[src/design/olde_pkg.sv]
package olde_pkg;

    localparam int OP_W     = 3;
    localparam int VALUE_W  = 32;
    localparam int POS_W    = 8;
    localparam int STATUS_W = 3;
    localparam int COUNT_W  = 7;

    localparam logic [OP_W-1:0] OP_APPEND       = 3'd0;
    localparam logic [OP_W-1:0] OP_TAKE_FRONT   = 3'd1;
    localparam logic [OP_W-1:0] OP_TAKE_BACK    = 3'd2;
    localparam logic [OP_W-1:0] OP_REMOVE_VALUE = 3'd3;
    localparam logic [OP_W-1:0] OP_REMOVE_AT    = 3'd4;

    localparam logic [STATUS_W-1:0] ST_DONE      = 3'd0;
    localparam logic [STATUS_W-1:0] ST_EMPTY     = 3'd1;
    localparam logic [STATUS_W-1:0] ST_NOT_FOUND = 3'd2;
    localparam logic [STATUS_W-1:0] ST_PAST_END  = 3'd3;
    localparam logic [STATUS_W-1:0] ST_FULL      = 3'd4;

endpackage

[src/design/olde_ifs.sv]
interface olde_req_if;
    logic                                valid;
    logic                                ready;
    logic [olde_pkg::OP_W-1:0]           operation;
    logic signed [olde_pkg::VALUE_W-1:0] value;
    logic [olde_pkg::POS_W-1:0]          position;

    modport source (output valid, output operation, output value, output position,
                    input ready);
    modport sink   (input valid, input operation, input value, input position,
                    output ready);
endinterface

interface olde_rsp_if;
    logic                                valid;
    logic                                ready;
    logic [olde_pkg::STATUS_W-1:0]       status;
    logic signed [olde_pkg::VALUE_W-1:0] removed_value;
    logic [olde_pkg::COUNT_W-1:0]        entry_count;

    modport source (output valid, output status, output removed_value, output entry_count,
                    input ready);
    modport sink   (input valid, input status, input removed_value, input entry_count,
                    output ready);
endinterface

[src/design/olde_ram.sv]
module olde_ram #(
    parameter int DEPTH      = 64,
    parameter int DATA_WIDTH = 32,
    parameter int AW         = 6
) (
    input  logic                  clk,
    input  logic                  wr_en,
    input  logic [AW-1:0]         wr_addr,
    input  logic [DATA_WIDTH-1:0] wr_data,
    input  logic [AW-1:0]         rd_addr,
    output logic [DATA_WIDTH-1:0] rd_data
);

    logic [DATA_WIDTH-1:0] mem [DEPTH];

    always_ff @(posedge clk)
    begin
        if (wr_en)
        begin
            mem[wr_addr] <= wr_data;
        end
    end

    always_ff @(posedge clk)
    begin
        rd_data <= mem[rd_addr];
    end

endmodule

[src/design/ordered_list_delete_engine_unit.sv]
// Ordered list engine: a bounded list of values kept front to back.
// Requests arrive on the req channel (operation, value, position) and each
// request yields exactly one word on the rsp channel (status, removed_value,
// entry_count). Words move when valid and ready are both high.
// The block handles one request at a time; req.ready is high only while the
// sequencer is idle. Entries live in a single-port-read, single-port-write
// memory, so all list work walks that memory one entry per cycle.
// Steps from acceptance to a valid result, with n entries held:
//   append, failed requests and unknown operations: straight to the final step;
//   removal at index i (front, back or position): fetch, then shift entries i+1 to n-1;
//   removal by value: scan from the front, then shift on a match; not found: scan to the end.
// Every path ends in the final step, which loads the output register.
// A new request can be taken in the first cycle its predecessor's result is
// valid, so a request is taken only once its predecessor has finished its steps.
// The result sits in an output register; a new request is accepted while it
// waits, and a stalled receiver only holds the sequencer at its final step
// until the register frees up. Reset clears the count, the sequencer state
// and the result valid flag; the memory needs no clearing pass, as only entries
// below the count are ever read into a result.
module ordered_list_delete_engine_unit #(
    parameter int DEPTH      = 64,
    parameter int DATA_WIDTH = 32
) (
    input  logic       clk,
    input  logic       rst_n,
    olde_req_if.sink   req,
    olde_rsp_if.source rsp
);

    import olde_pkg::*;

    localparam int AW = (DEPTH > 2) ? $clog2(DEPTH) : 1;
    localparam int CW = $clog2(DEPTH + 1);
    localparam int PW = $clog2(DEPTH + 2);

    localparam logic [2:0] S_IDLE  = 3'd0;
    localparam logic [2:0] S_FETCH = 3'd1;
    localparam logic [2:0] S_SCAN  = 3'd2;
    localparam logic [2:0] S_SHIFT = 3'd3;
    localparam logic [2:0] S_DONE  = 3'd4;

    logic [2:0]            state_reg, state_next;
    logic [CW-1:0]         count_reg, count_next;
    logic [PW-1:0]         ptr_reg, ptr_next;
    logic [PW-1:0]         wp_reg, wp_next;
    logic [DATA_WIDTH-1:0] key_reg, key_next;
    logic [STATUS_W-1:0]   status_reg, status_next;
    logic [DATA_WIDTH-1:0] removed_reg, removed_next;

    logic                  rsp_valid_reg, rsp_valid_next;
    logic [STATUS_W-1:0]   rsp_status_reg, rsp_status_next;
    logic [VALUE_W-1:0]    rsp_removed_reg, rsp_removed_next;
    logic [COUNT_W-1:0]    rsp_count_reg, rsp_count_next;

    logic                  wr_en;
    logic [AW-1:0]         wr_addr;
    logic [DATA_WIDTH-1:0] wr_data;
    logic [AW-1:0]         rd_addr;
    logic [DATA_WIDTH-1:0] rd_data;

    logic [DATA_WIDTH+VALUE_W-1:0] key_wide;
    logic [DATA_WIDTH+VALUE_W-1:0] removed_wide;
    logic [CW+COUNT_W-1:0]         count_wide;
    logic [CW+POS_W-1:0]           pos_wide;
    logic [CW+POS_W-1:0]           cnt_cmp;
    logic [PW-1:0]                 count_p;
    logic [PW-1:0]                 wp_inc;
    logic [PW-1:0]                 take_idx;
    logic                          list_empty;
    logic                          list_full;
    logic                          pos_past_end;
    logic                          load_rsp;

    olde_ram #(
        .DEPTH      (DEPTH),
        .DATA_WIDTH (DATA_WIDTH),
        .AW         (AW)
    ) u_ram (
        .clk     (clk),
        .wr_en   (wr_en),
        .wr_addr (wr_addr),
        .wr_data (wr_data),
        .rd_addr (rd_addr),
        .rd_data (rd_data)
    );

    // The request value is compared and stored as its unsigned bit pattern.
    assign key_wide     = {{DATA_WIDTH{1'b0}}, req.value};
    assign removed_wide = {{VALUE_W{1'b0}}, removed_reg};
    assign count_wide   = {{COUNT_W{1'b0}}, count_reg};
    assign pos_wide     = {{CW{1'b0}}, req.position};
    assign cnt_cmp      = {{POS_W{1'b0}}, count_reg};
    assign count_p      = PW'(count_reg);
    assign wp_inc       = wp_reg + 1'b1;
    assign list_empty   = (count_reg == '0);
    assign list_full    = (count_reg == CW'(DEPTH));
    assign pos_past_end = (pos_wide >= cnt_cmp);
    assign load_rsp     = (state_reg == S_DONE) && (!rsp_valid_reg || rsp.ready);

    always_comb
    begin
        take_idx = '0;
        case (req.operation)
            OP_TAKE_BACK: take_idx = count_p - 1'b1;
            OP_REMOVE_AT: take_idx = pos_wide[PW-1:0];
            default:      take_idx = '0;
        endcase
    end

    assign req.ready = (state_reg == S_IDLE);

    always_comb
    begin
        state_next   = state_reg;
        count_next   = count_reg;
        ptr_next     = ptr_reg;
        wp_next      = wp_reg;
        key_next     = key_reg;
        status_next  = status_reg;
        removed_next = removed_reg;
        wr_en        = 1'b0;
        wr_addr      = wp_reg[AW-1:0];
        wr_data      = rd_data;
        rd_addr      = ptr_reg[AW-1:0];

        case (state_reg)
            S_IDLE:
            begin
                if (req.valid)
                begin
                    key_next     = key_wide[DATA_WIDTH-1:0];
                    removed_next = '0;
                    status_next  = ST_DONE;
                    state_next   = S_DONE;
                    case (req.operation)
                        OP_APPEND:
                        begin
                            if (list_full)
                            begin
                                status_next = ST_FULL;
                            end
                            else
                            begin
                                wr_en      = 1'b1;
                                wr_addr    = count_reg[AW-1:0];
                                wr_data    = key_wide[DATA_WIDTH-1:0];
                                count_next = count_reg + 1'b1;
                            end
                        end
                        OP_TAKE_FRONT, OP_TAKE_BACK, OP_REMOVE_AT:
                        begin
                            if (list_empty)
                            begin
                                status_next = ST_EMPTY;
                            end
                            else if ((req.operation == OP_REMOVE_AT) && pos_past_end)
                            begin
                                status_next = ST_PAST_END;
                            end
                            else
                            begin
                                rd_addr    = take_idx[AW-1:0];
                                wp_next    = take_idx;
                                ptr_next   = take_idx + 1'b1;
                                state_next = S_FETCH;
                            end
                        end
                        OP_REMOVE_VALUE:
                        begin
                            if (list_empty)
                            begin
                                status_next = ST_EMPTY;
                            end
                            else
                            begin
                                rd_addr    = '0;
                                ptr_next   = PW'(1);
                                state_next = S_SCAN;
                            end
                        end
                        default:
                        begin
                            status_next = ST_DONE;
                        end
                    endcase
                end
            end
            S_FETCH:
            begin
                removed_next = rd_data;
                ptr_next     = ptr_reg + 1'b1;
                state_next   = S_SHIFT;
            end
            S_SCAN:
            begin
                // The read of the next entry is issued every cycle, so on a
                // match the first entry to move forward is already on its way.
                ptr_next = ptr_reg + 1'b1;
                if (rd_data == key_reg)
                begin
                    removed_next = rd_data;
                    wp_next      = ptr_reg - 1'b1;
                    state_next   = S_SHIFT;
                end
                else if (ptr_reg == count_p)
                begin
                    status_next = ST_NOT_FOUND;
                    state_next  = S_DONE;
                end
            end
            S_SHIFT:
            begin
                if (wp_inc < count_p)
                begin
                    wr_en    = 1'b1;
                    ptr_next = ptr_reg + 1'b1;
                    wp_next  = wp_inc;
                end
                else
                begin
                    count_next = count_reg - 1'b1;
                    state_next = S_DONE;
                end
            end
            S_DONE:
            begin
                if (load_rsp)
                begin
                    state_next = S_IDLE;
                end
            end
            default:
            begin
                state_next = S_IDLE;
            end
        endcase
    end

    always_comb
    begin
        rsp_valid_next   = rsp_valid_reg;
        rsp_status_next  = rsp_status_reg;
        rsp_removed_next = rsp_removed_reg;
        rsp_count_next   = rsp_count_reg;
        if (load_rsp)
        begin
            rsp_valid_next   = 1'b1;
            rsp_status_next  = status_reg;
            rsp_removed_next = removed_wide[VALUE_W-1:0];
            rsp_count_next   = count_wide[COUNT_W-1:0];
        end
        else if (rsp.ready)
        begin
            rsp_valid_next = 1'b0;
        end
    end

    always_ff @(posedge clk or negedge rst_n)
    begin
        if (!rst_n)
        begin
            state_reg     <= S_IDLE;
            count_reg     <= '0;
            rsp_valid_reg <= 1'b0;
        end
        else
        begin
            state_reg     <= state_next;
            count_reg     <= count_next;
            rsp_valid_reg <= rsp_valid_next;
        end
    end

    always_ff @(posedge clk)
    begin
        ptr_reg         <= ptr_next;
        wp_reg          <= wp_next;
        key_reg         <= key_next;
        status_reg      <= status_next;
        removed_reg     <= removed_next;
        rsp_status_reg  <= rsp_status_next;
        rsp_removed_reg <= rsp_removed_next;
        rsp_count_reg   <= rsp_count_next;
    end

    assign rsp.valid         = rsp_valid_reg;
    assign rsp.status        = rsp_status_reg;
    assign rsp.removed_value = rsp_removed_reg;
    assign rsp.entry_count   = rsp_count_reg;

endmodule

[src/flat_wrapper.sv]
// flat-port wrapper written by rule: the top's interface ports become plain ports
module ordered_list_delete_engine_unit_flat import olde_pkg::*;
#(
    parameter int DEPTH      = 64,
    parameter int DATA_WIDTH = 32
)
  (clk, rst_n, req_valid, req_operation, req_value, req_position, req_ready, rsp_valid, rsp_status, rsp_removed_value, rsp_entry_count, rsp_ready);
  olde_req_if req_i ();
  olde_rsp_if rsp_i ();
  input  logic clk;
  input  logic rst_n;
  input wire logic [$bits(req_i.valid)-1:0] req_valid;
  input wire logic [$bits(req_i.operation)-1:0] req_operation;
  input wire logic [$bits(req_i.value)-1:0] req_value;
  input wire logic [$bits(req_i.position)-1:0] req_position;
  output wire logic [$bits(req_i.ready)-1:0] req_ready;
  output wire logic [$bits(rsp_i.valid)-1:0] rsp_valid;
  output wire logic [$bits(rsp_i.status)-1:0] rsp_status;
  output wire logic [$bits(rsp_i.removed_value)-1:0] rsp_removed_value;
  output wire logic [$bits(rsp_i.entry_count)-1:0] rsp_entry_count;
  input wire logic [$bits(rsp_i.ready)-1:0] rsp_ready;
  assign req_i.valid = req_valid;
  assign req_i.operation = req_operation;
  assign req_i.value = req_value;
  assign req_i.position = req_position;
  assign req_ready = req_i.ready;
  assign rsp_valid = rsp_i.valid;
  assign rsp_status = rsp_i.status;
  assign rsp_removed_value = rsp_i.removed_value;
  assign rsp_entry_count = rsp_i.entry_count;
  assign rsp_i.ready = rsp_ready;
  ordered_list_delete_engine_unit #(.DEPTH(DEPTH), .DATA_WIDTH(DATA_WIDTH)) u_core (.clk(clk), .rst_n(rst_n), .req(req_i), .rsp(rsp_i));
endmodule
[config.mk]
export PLATFORM = sky130hd
export DESIGN_NAME = ordered_list_delete_engine_unit_flat
export DESIGN_NICKNAME = d
export VERILOG_FILES = /design/src/design/olde_pkg.sv /design/src/design/olde_ifs.sv /design/src/design/olde_ram.sv /design/src/design/ordered_list_delete_engine_unit.sv /design/src/flat_wrapper.sv
export SDC_FILE = /design/constraint.sdc
export NUM_CORES = 2
export LEC_CHECK = 0
export BUFFER_PORTS_ARGS = -buffer_cell sky130_fd_sc_hd__buf_2
export CORE_UTILIZATION = 40
export CTS_BUF_LIST = sky130_fd_sc_hd__clkbuf_8
export DETAILED_ROUTE_END_ITERATION = 8
export PLACE_DENSITY = 0.62
export SLEW_MARGIN = 20
export SYNTH_ARGS = -nofsm -noshare
export SYNTH_HDL_FRONTEND = slang
export SYNTH_SLANG_ARGS = --single-unit
[constraint.sdc]
create_clock -name clk -period 5.7 [get_ports clk]
set_input_delay 0.285 -clock clk [delete_from_list [all_inputs] [get_ports clk]]
set_output_delay 0.285 -clock clk [all_outputs]
set_load 0.01 [all_outputs]
==> run metrics <==
run status=finished, final reports clean; CP max FO=between 60 and 70; post-synthesis sequential area ratio=around 75%; vias in the first global route=55300; initial antenna violation count=12; Final Hold Viols=0; Via-to-Cell Ratio=around 5.8; core region area=roughly 0.22 mm2; Tmin final=between 5000 and 6000 ps; share of the synthesized area in the top cell type=about three quarters; die area=around 0.22 mm2; Starting Density=between 40% and 50%; Biggest register=u_core.u_ram.mem; syn_area_per_cell=13.8 um2; row count=roughly 170; Post-Syn Nets=~6400; drt pass-1 iters=6; Fmax=roughly 190 MHz; largest net degree at the start of global routing=117; HPWL after DPL=around 150 mm; total chip power=approximately 52 mW; dominant synthesized flop cell=edfxtp_1; top cells by area, synth=edfxtp_1 74%, nand2_1 6.5%, nand3_1 2.8%; TNS Setup=0 ps; total wire length=260 mm; Reg2Reg Setup Slack=between 400 and 500 ps; Worst setup EP type=register; maximum capacitance violations=0; Avg WL per Cell=approximately 26 um; max reg flops=approximately 2000; Synth async-reset ratio=less than 1%; Yosys top cell by area=edfxtp_1; Clock Latency Late Sink=between 1000 and 1500 ps; via count=roughly 58000; share of cells above drive strength 1=around 14%; Final Max Slew Viols=0; #FFs+latches synth=about 2200; CTS tree=done; RSZ-0062 raised after global routing=false; Hold Path Class=input pin to register; # Post-CTS Setup Buffers=0; die height=471 um; Top Ports=91; GRT Overall Usage=a little under a quarter; Req. time, crit path=6570 ps; total gr overflow=0; Detailed Route Iter0 Violations=about 7500; Mapped Cells=about 6400; Post-synth EDFFs=around 2200; synthesized cell area=between 0.08 and 0.09 mm2; WHS=around 95 ps; final period utilization=between 90 and 100%; antenna viol nets, final=0; Peak supply drop=0.000540 V; Final Net Count=about 6800; IO Port Bufs=90; Power Dens Cells=a little over 500 mW/mm2; Reg clk slew, reported paths=roughly 60 ps; CP arrival=6130 ps; # clock sinks=roughly 2200; GPL Wtd Cong=approximately 0.86; worst-case clock buffer depth=4; DRC=0; clk_skew=approximately 74 ps; Max-slew headroom=between 20% and 30%; Synth warnings=0; Slew @ Worst Pin=approximately 1200 ps; CP Class=register to register; P_leak=roughly 34 nW; Final Setup Violations=0; chip width=~470 um; H-tree depth=5; first-pass GRT wire length=378 mm; Area growth, synth to finish=15.5%; CP Launch Type=register; CTS root buf=clkbuf_8; Yosys cell types=66; cts bufs inserted=358
## synthesized netlist by cell type (8+ instances only)
cell	number
or4_1	28
and3_1	266
inv_1	12
nor2_1	108
nand3_1	495
a311oi_1	20
mux2i_1	13
clkbuf_1	297
dfrtp_1	11
and2_1	35
dfxtp_1	32
nand2_1	1521
a21oi_1	139
nand4_1	20
a31oi_1	251
nor3_1	15
nand2b_1	10
mux2_2	36
a22oi_1	12
o21ai_0	32
ha_1	20
a211oi_1	269
xnor2_1	56
buf_2	116
xor2_1	13
mux4_2	8
edfxtp_1	2171
buf_1	41
a32oi_1	222
## cell usage in the layout (no fill, tap or decap), types with 13 or more instances in the layout
master / Yosys / routed
a21oi_1: 139 / 137
xnor2_1: 56 / 56
o21ai_0: 32 / 32
nand4_1: 20 / 20
mux2_4: 0 / 13
xor2_1: 13 / 13
mux2_2: 36 / 23
buf_12: 0 / 124
inv_1: 12 / 142
nor2_4: 0 / 70
nor3_1: 15 / 14
clkbuf_8: 0 / 377
dfxtp_1: 32 / 32
buf_2: 116 / 90
a211oi_1: 269 / 269
nor2_1: 108 / 38
and2_1: 35 / 34
ha_1: 20 / 20
nand2_1: 1521 / 1519
and3_1: 266 / 266
or4_1: 28 / 28
mux2i_1: 13 / 13
dlygate4sd3_1: 0 / 78
buf_4: 7 / 177
nand3_1: 495 / 494
a31oi_1: 251 / 251
a311oi_1: 20 / 20
clkinv_2: 1 / 29
clkinv_1: 1 / 70
edfxtp_1: 2171 / 2171
a32oi_1: 222 / 222
## logic make-up (layout without fill, tap and decap cells)
| family | Yosys count | count (layout) | synth area share, % |
|---|---|---|---|
| and+or+nand+nor | 2522 | 2522 | 12.6 |
| DFF | 2214 | 2214 | 75.1 |
| AOI/OAI and AO/OA | 1010 | 1010 | 8.19 |
| buffers and inverters | 482 | 1105 | 2.31 |
| xor gates and xnor gates | 69 | 69 | 0.686 |
| muxes | 57 | 57 | 0.813 |
| adders and majority gates | 20 | 20 | 0.284 |
| other | 0 | 5 | 0 |
## critical path, cell delays in order, from the launching register on
cell       delay [ps]
dfrtp_1           560
inv_1             220
ha_1              250
a2111oi_0         390
o21ai_1           260
a21oi_1           530
nand3_4           350
nand2_4           470
buf_12            320
buf_12            310
nand3_1           120
a32oi_1           220
a21oi_1           270
or4_1             700
## through the flow
stage | setup slack [ps] | util (%) | instance area [um2] | std cells
global route | 230 | 46.6 | 102000 | 9852
floorplan | 1260 | - | 88000 | 6374
CTS | 334 | 46.6 | 102000 | 9850
global placement | 368 | 43.3 | 94500 | 9151
finish | 447 | 46.6 | 102000 | 9856
detailed placement | 347 | 43.3 | 94500 | 9152
## what timing repair did
action                                  CTS  global route
endpoints found under the hold margin   143             0
hold buffers                             78             0
endpoints found under the setup margin    0             1
gates resized for setup                   0             1
## cell type report
| cell class | count | area [um2] |
|---|---|---|
| fill | 18700 | 116000 |
| sequential | 2214 | 66100 |
| multi-input combinational | 3678 | 20500 |
| clock buffer | 377 | 5190 |
| timing repair buffer | 470 | 5070 |
| tap | 2854 | 3570 |
| clock inverter | 243 | 1150 |
| inverter | 15 | 62.6 |
| antenna | 5 | 12.5 |
## routing by layer
metal  part of all wire, %  track usage (%)  wire, um  up-vias
met5                0.0050                0        13        -
met4                   2.4             6.86      6280        2
met3                   9.9             4.57     25800      430
met2                    46             36.3    121000     3042
met1                    41             32.1    107000    29200
li1                      -                -         -    25000
## power by group
group | switching (mW) | internal [mW] | total, mW
combinational | 13.1 | 5.43 | 18.5
clock | 6.14 | 6.35 | 12.5
sequential | 0.644 | 20.7 | 21.4
total | 19.9 | 32.5 | 52.4
## final timing paths
check,to,startpoint,depth (start not counted)
setup reg to reg,u_core.u_ram.rd_data[30],u_core.count_p[2],13
min in group asynchronous,u_core.count_p[0],rst_n,3
setup / recovery,u_core.u_ram.rd_data[30],u_core.count_p[2],13
max in group asynchronous,u_core.count_p[5],rst_n,3
hold reg to reg,u_core.rsp.removed_value[22],u_core.removed_reg[22],0
hold / removal,u_core.wp_reg[1],req_position[1],5
(Power assumes the default switching activity.)
